===== src/sv/skyline_rect_packer_top_assert.svh =====
// assertion macros for the skyline rectangle packer
`ifndef SKYLINE_RECT_PACKER_TOP_ASSERT_SVH
`define SKYLINE_RECT_PACKER_TOP_ASSERT_SVH

// same-cycle implication, disabled while in reset
`define SRP_ASSERT_IMP(lbl, clk, rst_n, ante, cons, msg) \
  lbl: assert property (@(posedge clk) disable iff (!rst_n) (ante) |-> (cons)) \
    else $error(msg);

// next-cycle implication, disabled while in reset
`define SRP_ASSERT_NXT(lbl, clk, rst_n, ante, cons, msg) \
  lbl: assert property (@(posedge clk) disable iff (!rst_n) (ante) |=> (cons)) \
    else $error(msg);

`endif


===== src/sv/srp_pkg.sv =====
// shared types and constants of the skyline rectangle packer
package srp_pkg;

  localparam int DIM_W  = 13;
  localparam int POS_W  = 12;
  localparam int AREA_W = 25;
  localparam int PROD_W = 2 * DIM_W;
  localparam int CFG_IDX_W = 2;

  typedef logic [DIM_W-1:0] dim_t;
  typedef logic [AREA_W-1:0] area_t;

  localparam dim_t  RESET_DIM = 13'd512;
  localparam area_t AREA_MAX  = '1;

  localparam logic [CFG_IDX_W-1:0] REG_ATLAS_W = 2'd0;
  localparam logic [CFG_IDX_W-1:0] REG_ATLAS_H = 2'd1;

  typedef enum logic [1:0] {
    ST_PLACED = 2'd0,
    ST_NOFIT  = 2'd1,
    ST_ZERO   = 2'd2,
    ST_FULL   = 2'd3
  } status_t;

  // one skyline segment
  typedef struct packed {
    logic v;
    dim_t x;
    dim_t top;
    dim_t span;
  } seg_t;

  // a candidate left edge walking along the chain
  typedef struct packed {
    logic               v;
    logic               act;
    logic               rneed;
    logic               trim;
    logic               rv;
    logic signed [DIM_W:0] left;
    dim_t               y;
    dim_t               kx;
    dim_t               kspan;
    logic               pv;
    dim_t               ptop;
    dim_t               rtop;
    dim_t               rspan;
    dim_t               cov;
  } probe_t;

  typedef enum logic [2:0] {
    OP_HOLD,
    OP_CLEAR,
    OP_LAUNCH,
    OP_SCAN,
    OP_INSERT,
    OP_EDIT,
    OP_SWAP_EVEN,
    OP_SWAP_ODD
  } cell_op_t;

  // broadcast from the sequencer to every cell
  typedef struct packed {
    cell_op_t op;
    dim_t     w;
    dim_t     h;
    dim_t     aw;
    dim_t     ah;
    dim_t     bx;
    dim_t     newtop;
    dim_t     edge_x;
    dim_t     rspan;
    logic     lmerge;
    logic     rmerge;
  } ctl_t;

  typedef enum logic [2:0] {
    S_IDLE,
    S_LAUNCH,
    S_SCAN,
    S_INSERT,
    S_EDIT,
    S_COMPACT,
    S_DONE
  } state_t;

endpackage


===== src/sv/srp_cell.sv =====
// one skyline cell: a segment, its probe slot and the local edit rules
module srp_cell #(
  parameter int IDX = 0
) (
  input  logic           clk,
  input  logic           rst_n,
  input  srp_pkg::ctl_t   ctl,
  input  srp_pkg::seg_t   seg_l,
  input  srp_pkg::seg_t   seg_r,
  output srp_pkg::seg_t   seg_o,
  input  srp_pkg::probe_t prb_i,
  output srp_pkg::probe_t prb_o
);
  import srp_pkg::*;

  seg_t   seg_r_r, seg_nxt;
  probe_t prb_r, prb_nxt, prb_run, prb_init;

  logic [DIM_W:0]        ymax, yh, end_x, xw;
  logic signed [DIM_W:0] lnew;
  dim_t                  sum_w;
  logic                  left_member;

  // walk one step of the resting height search over this segment
  always_comb begin
    prb_run = prb_r;
    ymax    = '0;
    yh      = '0;
    lnew    = '0;
    if (prb_r.v && prb_r.act) begin
      if (!seg_r_r.v) begin
        prb_run.v = 1'b0;
      end else begin
        ymax = (seg_r_r.top > prb_r.y) ? {1'b0, seg_r_r.top} : {1'b0, prb_r.y};
        yh   = ymax + {1'b0, ctl.h};
        if (yh > {1'b0, ctl.ah}) begin
          prb_run.v = 1'b0;
        end else begin
          prb_run.y    = ymax[DIM_W-1:0];
          lnew         = prb_r.left - $signed({1'b0, seg_r_r.span});
          prb_run.left = lnew;
          prb_run.cov  = prb_r.cov + 1'b1;
          if (lnew <= 0) begin
            prb_run.act = 1'b0;
            if (lnew < 0) begin
              prb_run.trim  = 1'b1;
              prb_run.rv    = 1'b1;
              prb_run.rtop  = seg_r_r.top;
              prb_run.rspan = dim_t'(-lnew);
            end else begin
              prb_run.rneed = 1'b1;
            end
          end
        end
      end
    end else if (prb_r.v && prb_r.rneed) begin
      prb_run.rneed = 1'b0;
      if (seg_r_r.v) begin
        prb_run.rv    = 1'b1;
        prb_run.rtop  = seg_r_r.top;
        prb_run.rspan = seg_r_r.span;
      end
    end
  end

  always_comb begin
    xw             = {1'b0, seg_r_r.x} + {1'b0, ctl.w};
    prb_init       = '0;
    prb_init.v     = seg_r_r.v && (xw <= {1'b0, ctl.aw});
    prb_init.act   = 1'b1;
    prb_init.left  = $signed({1'b0, ctl.w});
    prb_init.y     = seg_r_r.top;
    prb_init.kx    = seg_r_r.x;
    prb_init.kspan = seg_r_r.span;
    prb_init.pv    = seg_l.v;
    prb_init.ptop  = seg_l.top;
  end

  always_comb begin
    unique case (ctl.op)
      OP_LAUNCH: prb_nxt = prb_init;
      OP_SCAN:   prb_nxt = prb_i;
      default:   prb_nxt = '0;
    endcase
  end

  // segment update: clear, insert shift, trim and merge, compaction swaps
  always_comb begin
    seg_nxt     = seg_r_r;
    end_x       = {1'b0, seg_r_r.x} + {1'b0, seg_r_r.span};
    sum_w       = ctl.w + (ctl.rmerge ? ctl.rspan : '0);
    left_member = ((IDX % 2) == 0) == (ctl.op == OP_SWAP_EVEN);
    unique case (ctl.op)
      OP_CLEAR: begin
        seg_nxt      = '0;
        seg_nxt.v    = (IDX == 0);
        seg_nxt.span = ctl.aw;
      end
      OP_INSERT: begin
        if (seg_l.v && (seg_l.x >= ctl.bx)) begin
          seg_nxt = seg_l;
        end else if (seg_r_r.v && (seg_r_r.x == ctl.bx)) begin
          seg_nxt.x    = ctl.bx;
          seg_nxt.top  = ctl.newtop;
          seg_nxt.span = ctl.w;
        end
      end
      OP_EDIT: begin
        if (seg_r_r.v) begin
          if (ctl.lmerge && (end_x == {1'b0, ctl.bx})) begin
            seg_nxt.span = seg_r_r.span + sum_w;
          end else if ((seg_r_r.x == ctl.bx) && (seg_r_r.top == ctl.newtop)) begin
            if (ctl.lmerge) seg_nxt.v = 1'b0;
            else seg_nxt.span = sum_w;
          end else if (seg_r_r.x >= ctl.bx) begin
            if (end_x <= {1'b0, ctl.edge_x}) begin
              seg_nxt.v = 1'b0;
            end else if (seg_r_r.x <= ctl.edge_x) begin
              if (ctl.rmerge) begin
                seg_nxt.v = 1'b0;
              end else begin
                seg_nxt.x    = ctl.edge_x;
                seg_nxt.span = dim_t'(end_x - {1'b0, ctl.edge_x});
              end
            end
          end
        end
      end
      OP_SWAP_EVEN, OP_SWAP_ODD: begin
        if (left_member) begin
          if (!seg_r_r.v && seg_r.v) seg_nxt = seg_r;
        end else begin
          // the first cell has no left partner
          if ((IDX != 0) && !seg_l.v && seg_r_r.v) seg_nxt = seg_l;
        end
      end
      default: seg_nxt = seg_r_r;
    endcase
  end

  always_ff @(posedge clk) begin
    if (!rst_n) begin
      seg_r_r      <= '0;
      seg_r_r.v    <= (IDX == 0);
      seg_r_r.span <= RESET_DIM;
      prb_r        <= '0;
    end else begin
      seg_r_r <= seg_nxt;
      prb_r   <= prb_nxt;
    end
  end

  assign seg_o = seg_r_r;
  assign prb_o = prb_run;

endmodule


===== config.mk =====
export PLATFORM = sky130hd
export DESIGN_NAME = srp_cell
export DESIGN_NICKNAME = d
export VERILOG_FILES = /design/src/sv/skyline_rect_packer_top_assert.svh /design/src/sv/srp_pkg.sv /design/src/sv/srp_cell.sv
export SDC_FILE = /design/constraint.sdc
export NUM_CORES = 1
export LEC_CHECK = 0
export ABC_AREA = 1
export BUFFER_PORTS_ARGS = -buffer_cell sky130_fd_sc_hd__buf_4
export CORE_ASPECT_RATIO = 1.2
export CORE_MARGIN = 3
export CORE_UTILIZATION = 25
export CTS_CLUSTER_SIZE = 25
export DETAILED_ROUTE_END_ITERATION = 12
export GPL_TIMING_DRIVEN = 0
export PLACE_DENSITY_LB_ADDON = 0.12
export SKIP_CTS_REPAIR_TIMING = 1
export SYNTH_ARGS = -nofsm -noshare
export SYNTH_HDL_FRONTEND = slang
export SYNTH_SLANG_ARGS = --single-unit

===== constraint.sdc =====
create_clock -name clk -period 7 [get_ports clk]
set_input_delay 0.35 -clock clk [delete_from_list [all_inputs] [get_ports clk]]
set_output_delay 0.35 -clock clk [all_outputs]
set_load 0.05 [all_outputs]

==> results of run 1 <==
where the power goes:
| part | total [W] | switching, W | internal [W] |
|---|---|---|---|
| Combinational | 0.00162 | 0.00102 | 0.000603 |
| Clock | 0.000958 | 0.000475 | 0.000484 |
| Sequential | 0.000978 | 0.0000865 | 0.000892 |
| Total | 0.00356 | 0.00158 | 0.00198 |
layer usage:
| metal | up-vias | wire, um | GRT usage (%) | part of all wire (%) |
|---|---|---|---|---|
| li1 | 9258 | - | - | - |
| met3 | 129 | 4240 | 2.81 | 5.1 |
| met1 | 8624 | 33300 | 28.3 | 40 |
| met5 | - | 25 | 0 | 0.030 |
| met4 | 4 | 2970 | 9.42 | 3.6 |
| met2 | 601 | 42900 | 45.7 | 51 |
critical path, delay by kind of cell, from the launching register on:
kind                       cells  cell delay [ps]
AOI/OAI and AO/OA             10             2160
adders and majority gates      4             1240
and+or+nand+nor                8              970
buffers and inverters          5              920
DFF                            1              410
xor gates and xnor gates       1              130
per-stage QoR:
step | hold WS, ps | cell area, um2 | utilization (%) | std cells | worst slack (ps)
2_1_floorplan | 469 | 15600 | - | 2556 | 249
3_3_place_gp | 587 | 20000 | 32.6 | 3814 | -948
3_5_place_dp | 583 | 20000 | 32.6 | 3814 | -964
4_1_cts | 106 | 20600 | 33.6 | 3846 | -1470
5_1_grt | 127 | 20800 | 34.0 | 3859 | -13.5
6_report | 124 | 20800 | 34.0 | 3860 | 347
cell families (layout without fill, tap and decap cells):
family	count (synthesis)	in the layout	synth area share, %
buffers and inverters	464	955	12.3
AND/OR/NAND/NOR	1186	1186	31.7
adder cells (fa/ha/maj)	178	178	14.6
XOR/XNOR	84	84	4.72
AO/OA/AOI/OAI	493	493	17.2
other	0	5	0
flip-flops	151	151	19.4
layout make-up:
type                            count  area (um2)
Antenna cell                        5        12.5
Buffer                            130         707
Clock buffer                       17         425
Clock inverter                     15         174
Fill cell                        6859       40400
Inverter                          334        1250
Multi-Input combinational cell   1941       10700
Sequential cell                   151        3040
Tap cell                          808        1010
Timing Repair Buffer              459        3460
synthesized netlist by cell type (all sizes together):
cell | count | share of area, %
a2111oi | 1 | 0.056
nor2 | 164 | 4.2
a21oi | 274 | 8.9
and3 | 2 | 0.080
inv | 332 | 8.0
a221oi | 1 | 0.056
o41ai | 1 | 0.056
o31ai | 1 | 0.048
xnor2 | 29 | 1.6
a21boi | 4 | 0.19
o21bai | 8 | 0.39
a31oi | 3 | 0.12
or2 | 2 | 0.080
clkinv | 2 | 0.048
nand4 | 49 | 2.0
nor3b | 2 | 0.096
and2 | 2 | 0.080
buf | 61 | 2.6
dfxtp | 151 | 19
nand3b | 6 | 0.29
fa | 7 | 0.90
a21o | 7 | 0.34
o221ai | 2 | 0.11
nand2 | 772 | 19
nor3 | 24 | 0.77
o221a | 1 | 0.072
nand3 | 159 | 5.2
o21a | 9 | 0.43
o21ai | 144 | 4.6
xor2 | 55 | 3.1
o211ai | 37 | 1.8
ha | 171 | 14
nor4 | 4 | 0.16
clkbuf | 69 | 1.7
worst paths after layout:
path / cells past startpoint / slack, ps / to / startpoint
setup / recovery: 28 / 350 / prb_o[100] / seg_o[14]$_SDFFE_PN0P_
hold / removal: 3 / 120 / prb_r[2]$_SDFF_PN0_ / prb_i[2]
setup reg to reg: 26 / 2320 / seg_o[35]$_SDFFE_PN0P_ / seg_o[26]$_SDFFE_PN0P_
hold reg to reg: 2 / 570 / prb_r[82]$_SDFF_PN0_ / seg_o[16]$_SDFFE_PN0P_
registers in the layout (all words and copies together), names as in the netlist:
signal  count
prb_r      71
prb_o      40
seg_o      40
==> run_results.csv, run 1 <==
group,metric,value,unit
floorplanning,die_area,65300,um2
floorplanning,die_h,279,um
floorplanning,coreArea,61200,um2
logic_synthesis,ys_warn_count,0,
cells_and_area,layout_common_cells,"764 x nand2_1, 497 x buf_4, 323 x inv_1, 270 x a21oi_1, 168 x ha_1",
worst_setup_path,cp_common_cell,"ha_1",
place,dp_hpwl,71.6,mm
route,wl_per_cell,21.6,um
power_and_ir_drop,power_density,171,nW/um2
worst_setup_path,cp.arrival,6300,ps
timing,finalHoldViolations,0,
global_route,grt_pass1_vias,18700,
logic_synthesis,synthCells,2556,
clocking,clk_pin_slew,80,ps
place,portBuffers,450,
global_route,grt_antenna_before_repair,7,
timing,period_share,95.0,%
logic_synthesis,avgSynthCellArea,6.09,um2
worst_setup_path,cp_slowest_cell,"fa_1",
clocking,cts_tree,"built",
route,wl,83.4,mm
worst_setup_path,slowest_delay,430,ps
clocking,cts_buffer_depth,2,
worst_setup_path,start_kind,"flip-flop",
timing,timing.fmax,0.150,GHz
cells_and_area,final_common_cell,"nand2_1",
global_route,grt_pass1_wl,118,mm
floorplanning,die_x,234,um
worst_setup_path,path_class,"flip-flop to output pin",
cells_and_area,layout-drive-gt1-share,20.2,%
route,drc,0,
global_route,grt_util_all_layers,24.5,%
logic_synthesis,ys_seq_area_share,19.4,%
flow_run,maxCapViolCount,0,
route,dr.pass1.iters,7,
timing,tns,0,ps
global_route,grt_start_max_net_pins,19,
clocking,cts_root_buffer,"clkbuf_16",
power_and_ir_drop,power,0.00356,W
floorplanning,start_util,25.5,%
logic_synthesis,synth_cell_type_count,47,
cells_and_area,nets,3514,
floorplanning,rows,99,
floorplanning,ios,453,
route,postRouteAntennaNets,0,
clocking,clk-insertion-delay-late,460,ps
clocking,cts_buffers,17,
worst_setup_path,cp_max_fo,10,
logic_synthesis,synth_seq_cells,151,
route,drt_iter0_drc,1132,
timing,relSlewSlack,30.6,%
timing,drv_slew,0,
logic_synthesis,synth_fp_nets,3036,
timing,period_minus_slack,6650,ps
clocking,clock-sinks,151,
route,via_per_inst,4.82,
power_and_ir_drop,leakagePower,10.6,nW
logic_synthesis,synthesis.area,15600,um2
cells_and_area,syn_to_final_growth,33.7,%
worst_hold_path,holdCritPathClass,"primary input to flip-flop",
timing,worstMarginPinSlew,1030,ps
worst_setup_path,cp-end-kind,"output pin",
timing,setup_viol,0,
power_and_ir_drop,vdd_ir_drop_max,0.143,mV
global_route,grt.overflow.total,0,
place,gp_congestion,0.957,
clocking,htreeDepth,4,
run_status,status,"finished clean",
timing,skew,20.3,ps
worst_setup_path,cp.required,6650,ps
route,vias,18600,
(Power assumes the default switching activity.)
==> run 2, diff against run 1 <==
--- a/config.mk
+++ b/config.mk
@@ -5,7 +5,6 @@
 export SDC_FILE = /design/constraint.sdc
 export NUM_CORES = 1
 export LEC_CHECK = 0
-export ABC_AREA = 1
 export BUFFER_PORTS_ARGS = -buffer_cell sky130_fd_sc_hd__buf_4
 export CORE_ASPECT_RATIO = 1.2
 export CORE_MARGIN = 3
==> run_results.csv, run 2 <==
group,metric,value,unit
power_and_ir_drop,leakagePower,9.96,nW
clocking,clk_pin_slew,70,ps
floorplanning,die_area,61000,um2
floorplanning,die_x,226,um
logic_synthesis,synth_seq_cells,151,
clocking,cts_tree,"built",
run_status,status,"complete, but fails checks",
logic_synthesis,ys_seq_area_share,20.8,%
floorplanning,ios,453,
floorplanning,rows,96,
logic_synthesis,synth_fp_nets,2254,
global_route,grt_pass1_vias,15500,
global_route,grt.overflow.total,0,
logic_synthesis,synth_cell_type_count,93,
flow_run,maxCapViolCount,0,
run_status,violations,"negative setup slack",
clocking,cts_root_buffer,"clkbuf_16",
route,wl_per_cell,25.2,um
route,drc,0,
floorplanning,start_util,25.3,%
worst_setup_path,slowest_delay,500,ps
place,placed_cell_area,19100,um2
floorplanning,die_h,270,um
worst_setup_path,start_kind,"flip-flop",
logic_synthesis,yosys.area.top_type_share,20.8,%
logic_synthesis,synthCells,1774,
worst_setup_path,cp_slowest_cell,"or4_4",
clocking,cts_buffers,17,
cells_and_area,final_common_cell,"buf_4",
logic_synthesis,ys_warn_count,0,
cells_and_area,syn_to_final_growth,45.2,%
route,vias,15700,
logic_synthesis,yosysMostFrequentCell,"ha_1",
clocking,clk-insertion-delay-late,490,ps
clocking,clock-sinks,151,
timing,period_share,105,%
cells_and_area,top_register,"prb_r",
cells_and_area,post-route-cell-area,21100,um2
power_and_ir_drop,power_density,160,nW/um2
logic_synthesis,synthesis.area,14500,um2
worst_setup_path,cp-end-kind,"output pin",
route,postRouteAntennaNets,0,
global_route,grt_antenna_before_repair,13,
cells_and_area,layout-drive-gt1-share,32.8,%
timing,timing.fmax,0.135,GHz
global_route,grt_pass1_wl,106,mm
global_route,grt_util_all_layers,23.9,%
timing,whs,83.4,ps
worst_setup_path,path_class,"flip-flop to output pin",
timing,finalHoldViolations,0,
route,dr.pass1.iters,6,
logic_synthesis,ys_async_sr_fraction,0,%
timing,setup_viol,66,
logic_synthesis,synth_commonest_cells,"171 x ha_1, 151 x dfxtp_1, 118 x nor2_1",
cells_and_area,layout_common_cells,"452 x buf_4, 167 x ha_1, 144 x dfxtp_1, 109 x inv_1, 107 x nand2_1",
cells_and_area,largest_reg_flops,71,
timing,setup_ws,-384,ps
timing,rsz0062_at_grt,"yes",
global_route,grt_start_max_net_pins,17,
logic_synthesis,synth-edff-count,0,
worst_setup_path,cp.required,6650,ps
logic_synthesis,avgSynthCellArea,8.18,um2
place,gp_congestion,0.894,
timing,worstMarginPinSlew,1210,ps
clocking,htreeDepth,4,
route,via_per_inst,5.17,
route,wl,76.6,mm
timing,skew,13.6,ps
timing,drv_slew,0,
clocking,cts_buffer_depth,2,
worst_hold_path,holdCritPathClass,"primary input to flip-flop",
timing,relSlewSlack,18.9,%
logic_synthesis,yosysTopAreaCell,"dfxtp_1",
cells_and_area,nets,2764,
worst_setup_path,crit_family,"compound AO/OA/AOI/OAI gates",
logic_synthesis,synth_ff_type,"dfxtp_1",
floorplanning,coreArea,57300,um2
power_and_ir_drop,vdd_ir_drop_max,0.180,mV
route,drt_iter0_drc,908,
timing,period_minus_slack,7380,ps
worst_setup_path,cp.arrival,7030,ps
worst_setup_path,cp_max_fo,6,
logic_synthesis,synth_area_leaders,"dfxtp_1 21%, ha_1 15%, xnor2_1 4.0%",
worst_setup_path,path_buf_inv,7,
place,dp_hpwl,63.5,mm
place,portBuffers,450,
run 2: changes by cell type after synthesis, sizes merged, moves of 29 or more:
cell,before,now
o21ai,144,54
and3,2,51
mux2,0,47
a21oi,274,97
xnor2,29,68
inv,332,111
mux2i,0,29
nor2b,0,86
a22oi,0,67
nand2,772,112
nor2,164,118
nand3,159,51
run 2: metal layers:
layer	vias to the layer above	share of wire [%]	global-route usage, %
li1	7468	-	-
met1	7581	40	28.6
met2	537	50	42.7
met3	110	6.1	4.61
met4	10	2.9	7.93
met5	-	0.099	0
run 2: power by group:
| group | total [W] | switching [W] | internal [W] | leakage (nW) |
|---|---|---|---|---|
| combinational | 0.00136 | 0.000759 | 0.000597 | 8.43 |
| sequential | 0.000952 | 0.0000647 | 0.000887 | 1.23 |
| clock | 0.00105 | 0.000452 | 0.000602 | 0.305 |
run 2: kinds of logic (layout without fill, tap and decap cells):
family | count (synthesis) | after routing | synth area share (%)
other | 0 | 8 | 0
XOR/XNOR | 110 | 110 | 6.98
buffers and inverters | 238 | 761 | 7.68
multiplexers | 76 | 76 | 5.65
adder cells (fa/ha/maj) | 178 | 178 | 15.7
AND/OR/NAND/NOR | 544 | 544 | 19.6
AO/OA/AOI/OAI | 477 | 477 | 23.6
flip-flops | 151 | 151 | 20.8
run 2: worst paths after layout:
check	startpoint	endpoint	slack [ps]	depth (start not counted)
setup / recovery	prb_r[80]$_SDFF_PN0_	prb_o[30]	-380	36
hold reg to reg	seg_o[13]$_SDFFE_PN0P_	seg_o[13]$_SDFFE_PN0P_	550	1
hold / removal	prb_i[32]	prb_r[32]$_SDFF_PN0_	80	2
setup reg to reg	seg_o[0]$_SDFFE_PN0P_	seg_o[33]$_SDFFE_PN0P_	1830	18
run 2: area by class of cell:
type                    count  area [um2]
diodes                      8        20.0
plain buffers             126         753
clock buffers              19         433
clock inverters            13         195
fillers                  6006       36200
inverters                 111         417
multi-input cells        1385       11100
flip-flops and latches    151        3040
well taps                 735         920
repair buffers            492        4190
run 2: per-stage QoR:
stage               TNS (ps)  cells  setup slack, ps  util (%)  power [W]
finish                -17790   3040             -384      36.8    0.00336
global placement      -57750   2959            -1130      33.3    0.00220
global route          -38280   3038             -674      36.8    0.00353
detailed placement    -63570   2959            -1230      33.3    0.00221
floorplan                  0   1774             80.6         -    0.00174
CTS                  -102660   2991            -1790      34.4    0.00328
==> run 3, diff against run 2 <==
--- a/config.mk
+++ b/config.mk
@@ -11,7 +11,6 @@
 export CORE_UTILIZATION = 25
 export CTS_CLUSTER_SIZE = 25
 export DETAILED_ROUTE_END_ITERATION = 12
-export GPL_TIMING_DRIVEN = 0
 export PLACE_DENSITY_LB_ADDON = 0.12
 export SKIP_CTS_REPAIR_TIMING = 1
 export SYNTH_ARGS = -nofsm -noshare
==> run_results.csv, run 3 (synthesis results as in run 2) <==
group,metric,value,unit
timing,setup_viol,45,
place,portBuffers,452,
floorplanning,start_util,25.3,%
timing,period_share,103,%
global_route,grt.overflow.total,0,
timing,timing.fmax,0.139,GHz
worst_hold_path,holdCritPathClass,"primary input to flip-flop",
worst_setup_path,r2r_slack,1640,ps
worst_setup_path,slowest_delay,420,ps
timing,setup_ws,-206,ps
route,vias,15400,
clocking,clk-insertion-delay-late,490,ps
power_and_ir_drop,pwr-share-comb,42.6,%
cells_and_area,post-route-cell-area,20800,um2
clocking,cts_tree,"built",
floorplanning,die_area,61000,um2
clocking,htreeDepth,4,
power_and_ir_drop,internal_power,0.00195,W
worst_setup_path,cp_num_cells,37,
power_and_ir_drop,seqPwrFrac,28.7,%
route,drt_iter0_drc,982,
worst_setup_path,cp_max_fo,8,
run_status,status,"complete, but fails checks",
power_and_ir_drop,p_clk_share,28.7,%
worst_setup_path,rr_worst_depth,17,
floorplanning,rows,96,
clocking,clock-sinks,151,
timing,skew,14.7,ps
run_status,violations,"negative setup slack",
floorplanning,die_h,270,um
worst_setup_path,path_class,"flip-flop to output pin",
worst_setup_path,start_kind,"flip-flop",
cells_and_area,final_common_cell,"buf_4",
worst_setup_path,cp-end-kind,"output pin",
cells_and_area,layout_common_cells,"450 x buf_4, 168 x ha_1, 147 x dfxtp_1, 109 x inv_1, 106 x nand2_1",
global_route,grt_pass1_wl,104,mm
worst_setup_path,cp.arrival,6860,ps
timing,period_minus_slack,7210,ps
cells_and_area,final_cell_count_no_fill,2964,
clocking,cts_buffer_depth,2,
cells_and_area,nets,2689,
timing,drv_slew,0,
cells_and_area,top_register,"prb_r",
cells_and_area,layout-drive-gt1-share,33.8,%
place,dp.cells,2899,
clocking,cts_root_buffer,"clkbuf_16",
flow_run,maxCapViolCount,0,
clocking,clk_pin_slew,70,ps
cells_and_area,largest_reg_flops,71,
power_and_ir_drop,leakagePower,9.81,nW
place,place_ws,-174,ps
place,gp_congestion,0.919,
worst_setup_path,cp_slowest_cell,"or4_4",
place,placed_cell_area,18900,um2
timing,finalHoldViolations,0,
global_route,grt_pass1_vias,15500,
worst_setup_path,crit_family,"compound AO/OA/AOI/OAI gates",
global_route,grt_util_all_layers,23.4,%
global_route,grt_start_max_net_pins,74,
route,wl_per_cell,25.2,um
worst_setup_path,r2r-start,"seg_o[26]$_SDFFE_PN0P_",
floorplanning,coreArea,57300,um2
worst_setup_path,crit_start,"prb_r[80]$_SDFF_PN0_",
timing,rsz0062_at_grt,"yes",
route,via_per_inst,5.20,
cells_and_area,syn_to_final_growth,43.0,%
timing,worstMarginPinSlew,1250,ps
floorplanning,die_x,226,um
route,wl,74.8,mm
worst_setup_path,cp.required,6650,ps
power_and_ir_drop,p_sw,0.00127,W
route,drc,0,
power_and_ir_drop,vdd_ir_drop_max,0.199,mV
clocking,cts_buffers,17,
timing,tns,-5480,ps
global_route,grt_antenna_before_repair,13,
route,dr.pass1.iters,5,
timing,relSlewSlack,16.8,%
power_and_ir_drop,swShare,39.5,%
route,postRouteAntennaNets,0,
floorplanning,ios,453,
place,dp_hpwl,59.6,mm
worst_setup_path,r2r-end,"seg_o[29]$_SDFFE_PN0P_",
power_and_ir_drop,power_density,155,nW/um2
worst_setup_path,path_buf_inv,6,
worst_setup_path,worstSetupEndpoint,"prb_o[29]",
-- run 3: cell count changes in the layout (fill, tap and decap cells not counted), sizes merged --
cell | previous run | this run
clkbuf | 80 | 25
buf | 557 | 538
bufinv | 4 | 0
clkinvlp | 1 | 4
clkinv | 5 | 4
diode | 8 | 7
inv | 114 | 115
-- run 3: power by group through the flow --
stage	registers (W)	clock network (W)	logic (W)
after floorplan	0.000979	0	0.000758
after global placement	0.000939	0	0.00129
after detailed placement	0.000939	0	0.00130
after CTS	0.000919	0.000955	0.00130
after global routing	0.000924	0.000976	0.00148
final	0.000921	0.000923	0.00137
-- run 3: area by class of cell --
class,count,area [um2]
fill,5976,36500
multi-input combinational,1385,11200
timing repair buffer,543,4670
sequential,151,3030
tap,735,920
clock buffer,20,447
inverter,111,417
clock inverter,12,95.1
antenna,7,17.5
-- run 3: worst min-delay path by stage --
stage	start	endpoint	slack, ps	cells after the start
floorplan	prb_i[0]	prb_r[0]$_SDFF_PN0_	500	1
global route	prb_i[34]	prb_r[34]$_SDFF_PN0_	50	2
CTS	prb_i[33]	prb_r[33]$_SDFF_PN0_	40	2
finish	prb_i[33]	prb_r[33]$_SDFF_PN0_	80	2
detailed placement	prb_i[33]	prb_r[33]$_SDFF_PN0_	580	2
global placement	prb_i[31]	prb_r[31]$_SDFF_PN0_	580	2
-- run 3: worst register-to-register path: cells and delay by family, from the launching register on --
family | cells | cell delay (ps)
simple gates | 8 | 2290
flops | 1 | 490
fa+ha+maj | 3 | 1120
compound gates | 5 | 1300
xor+xnor | 1 | 110
-- run 3: per-layer routing --
layer | wire, um | GRT usage (%) | up-vias
met5 | 63 | 0 | -
met1 | 31800 | 29.2 | 7537
met2 | 37100 | 40.5 | 494
met3 | 3810 | 4.24 | 90
met4 | 2030 | 7.34 | 10
li1 | - | - | 7293
-- run 3: through the flow --
step	hold slack [ps]	utilization (%)	total power, W
final	84.9	36.2	0.00322
after global routing	53.4	36.2	0.00338
after CTS	42.9	34.0	0.00318
after detailed placement	579	33.1	0.00223
after global placement	577	33.1	0.00223
after floorplan	496	-	0.00174
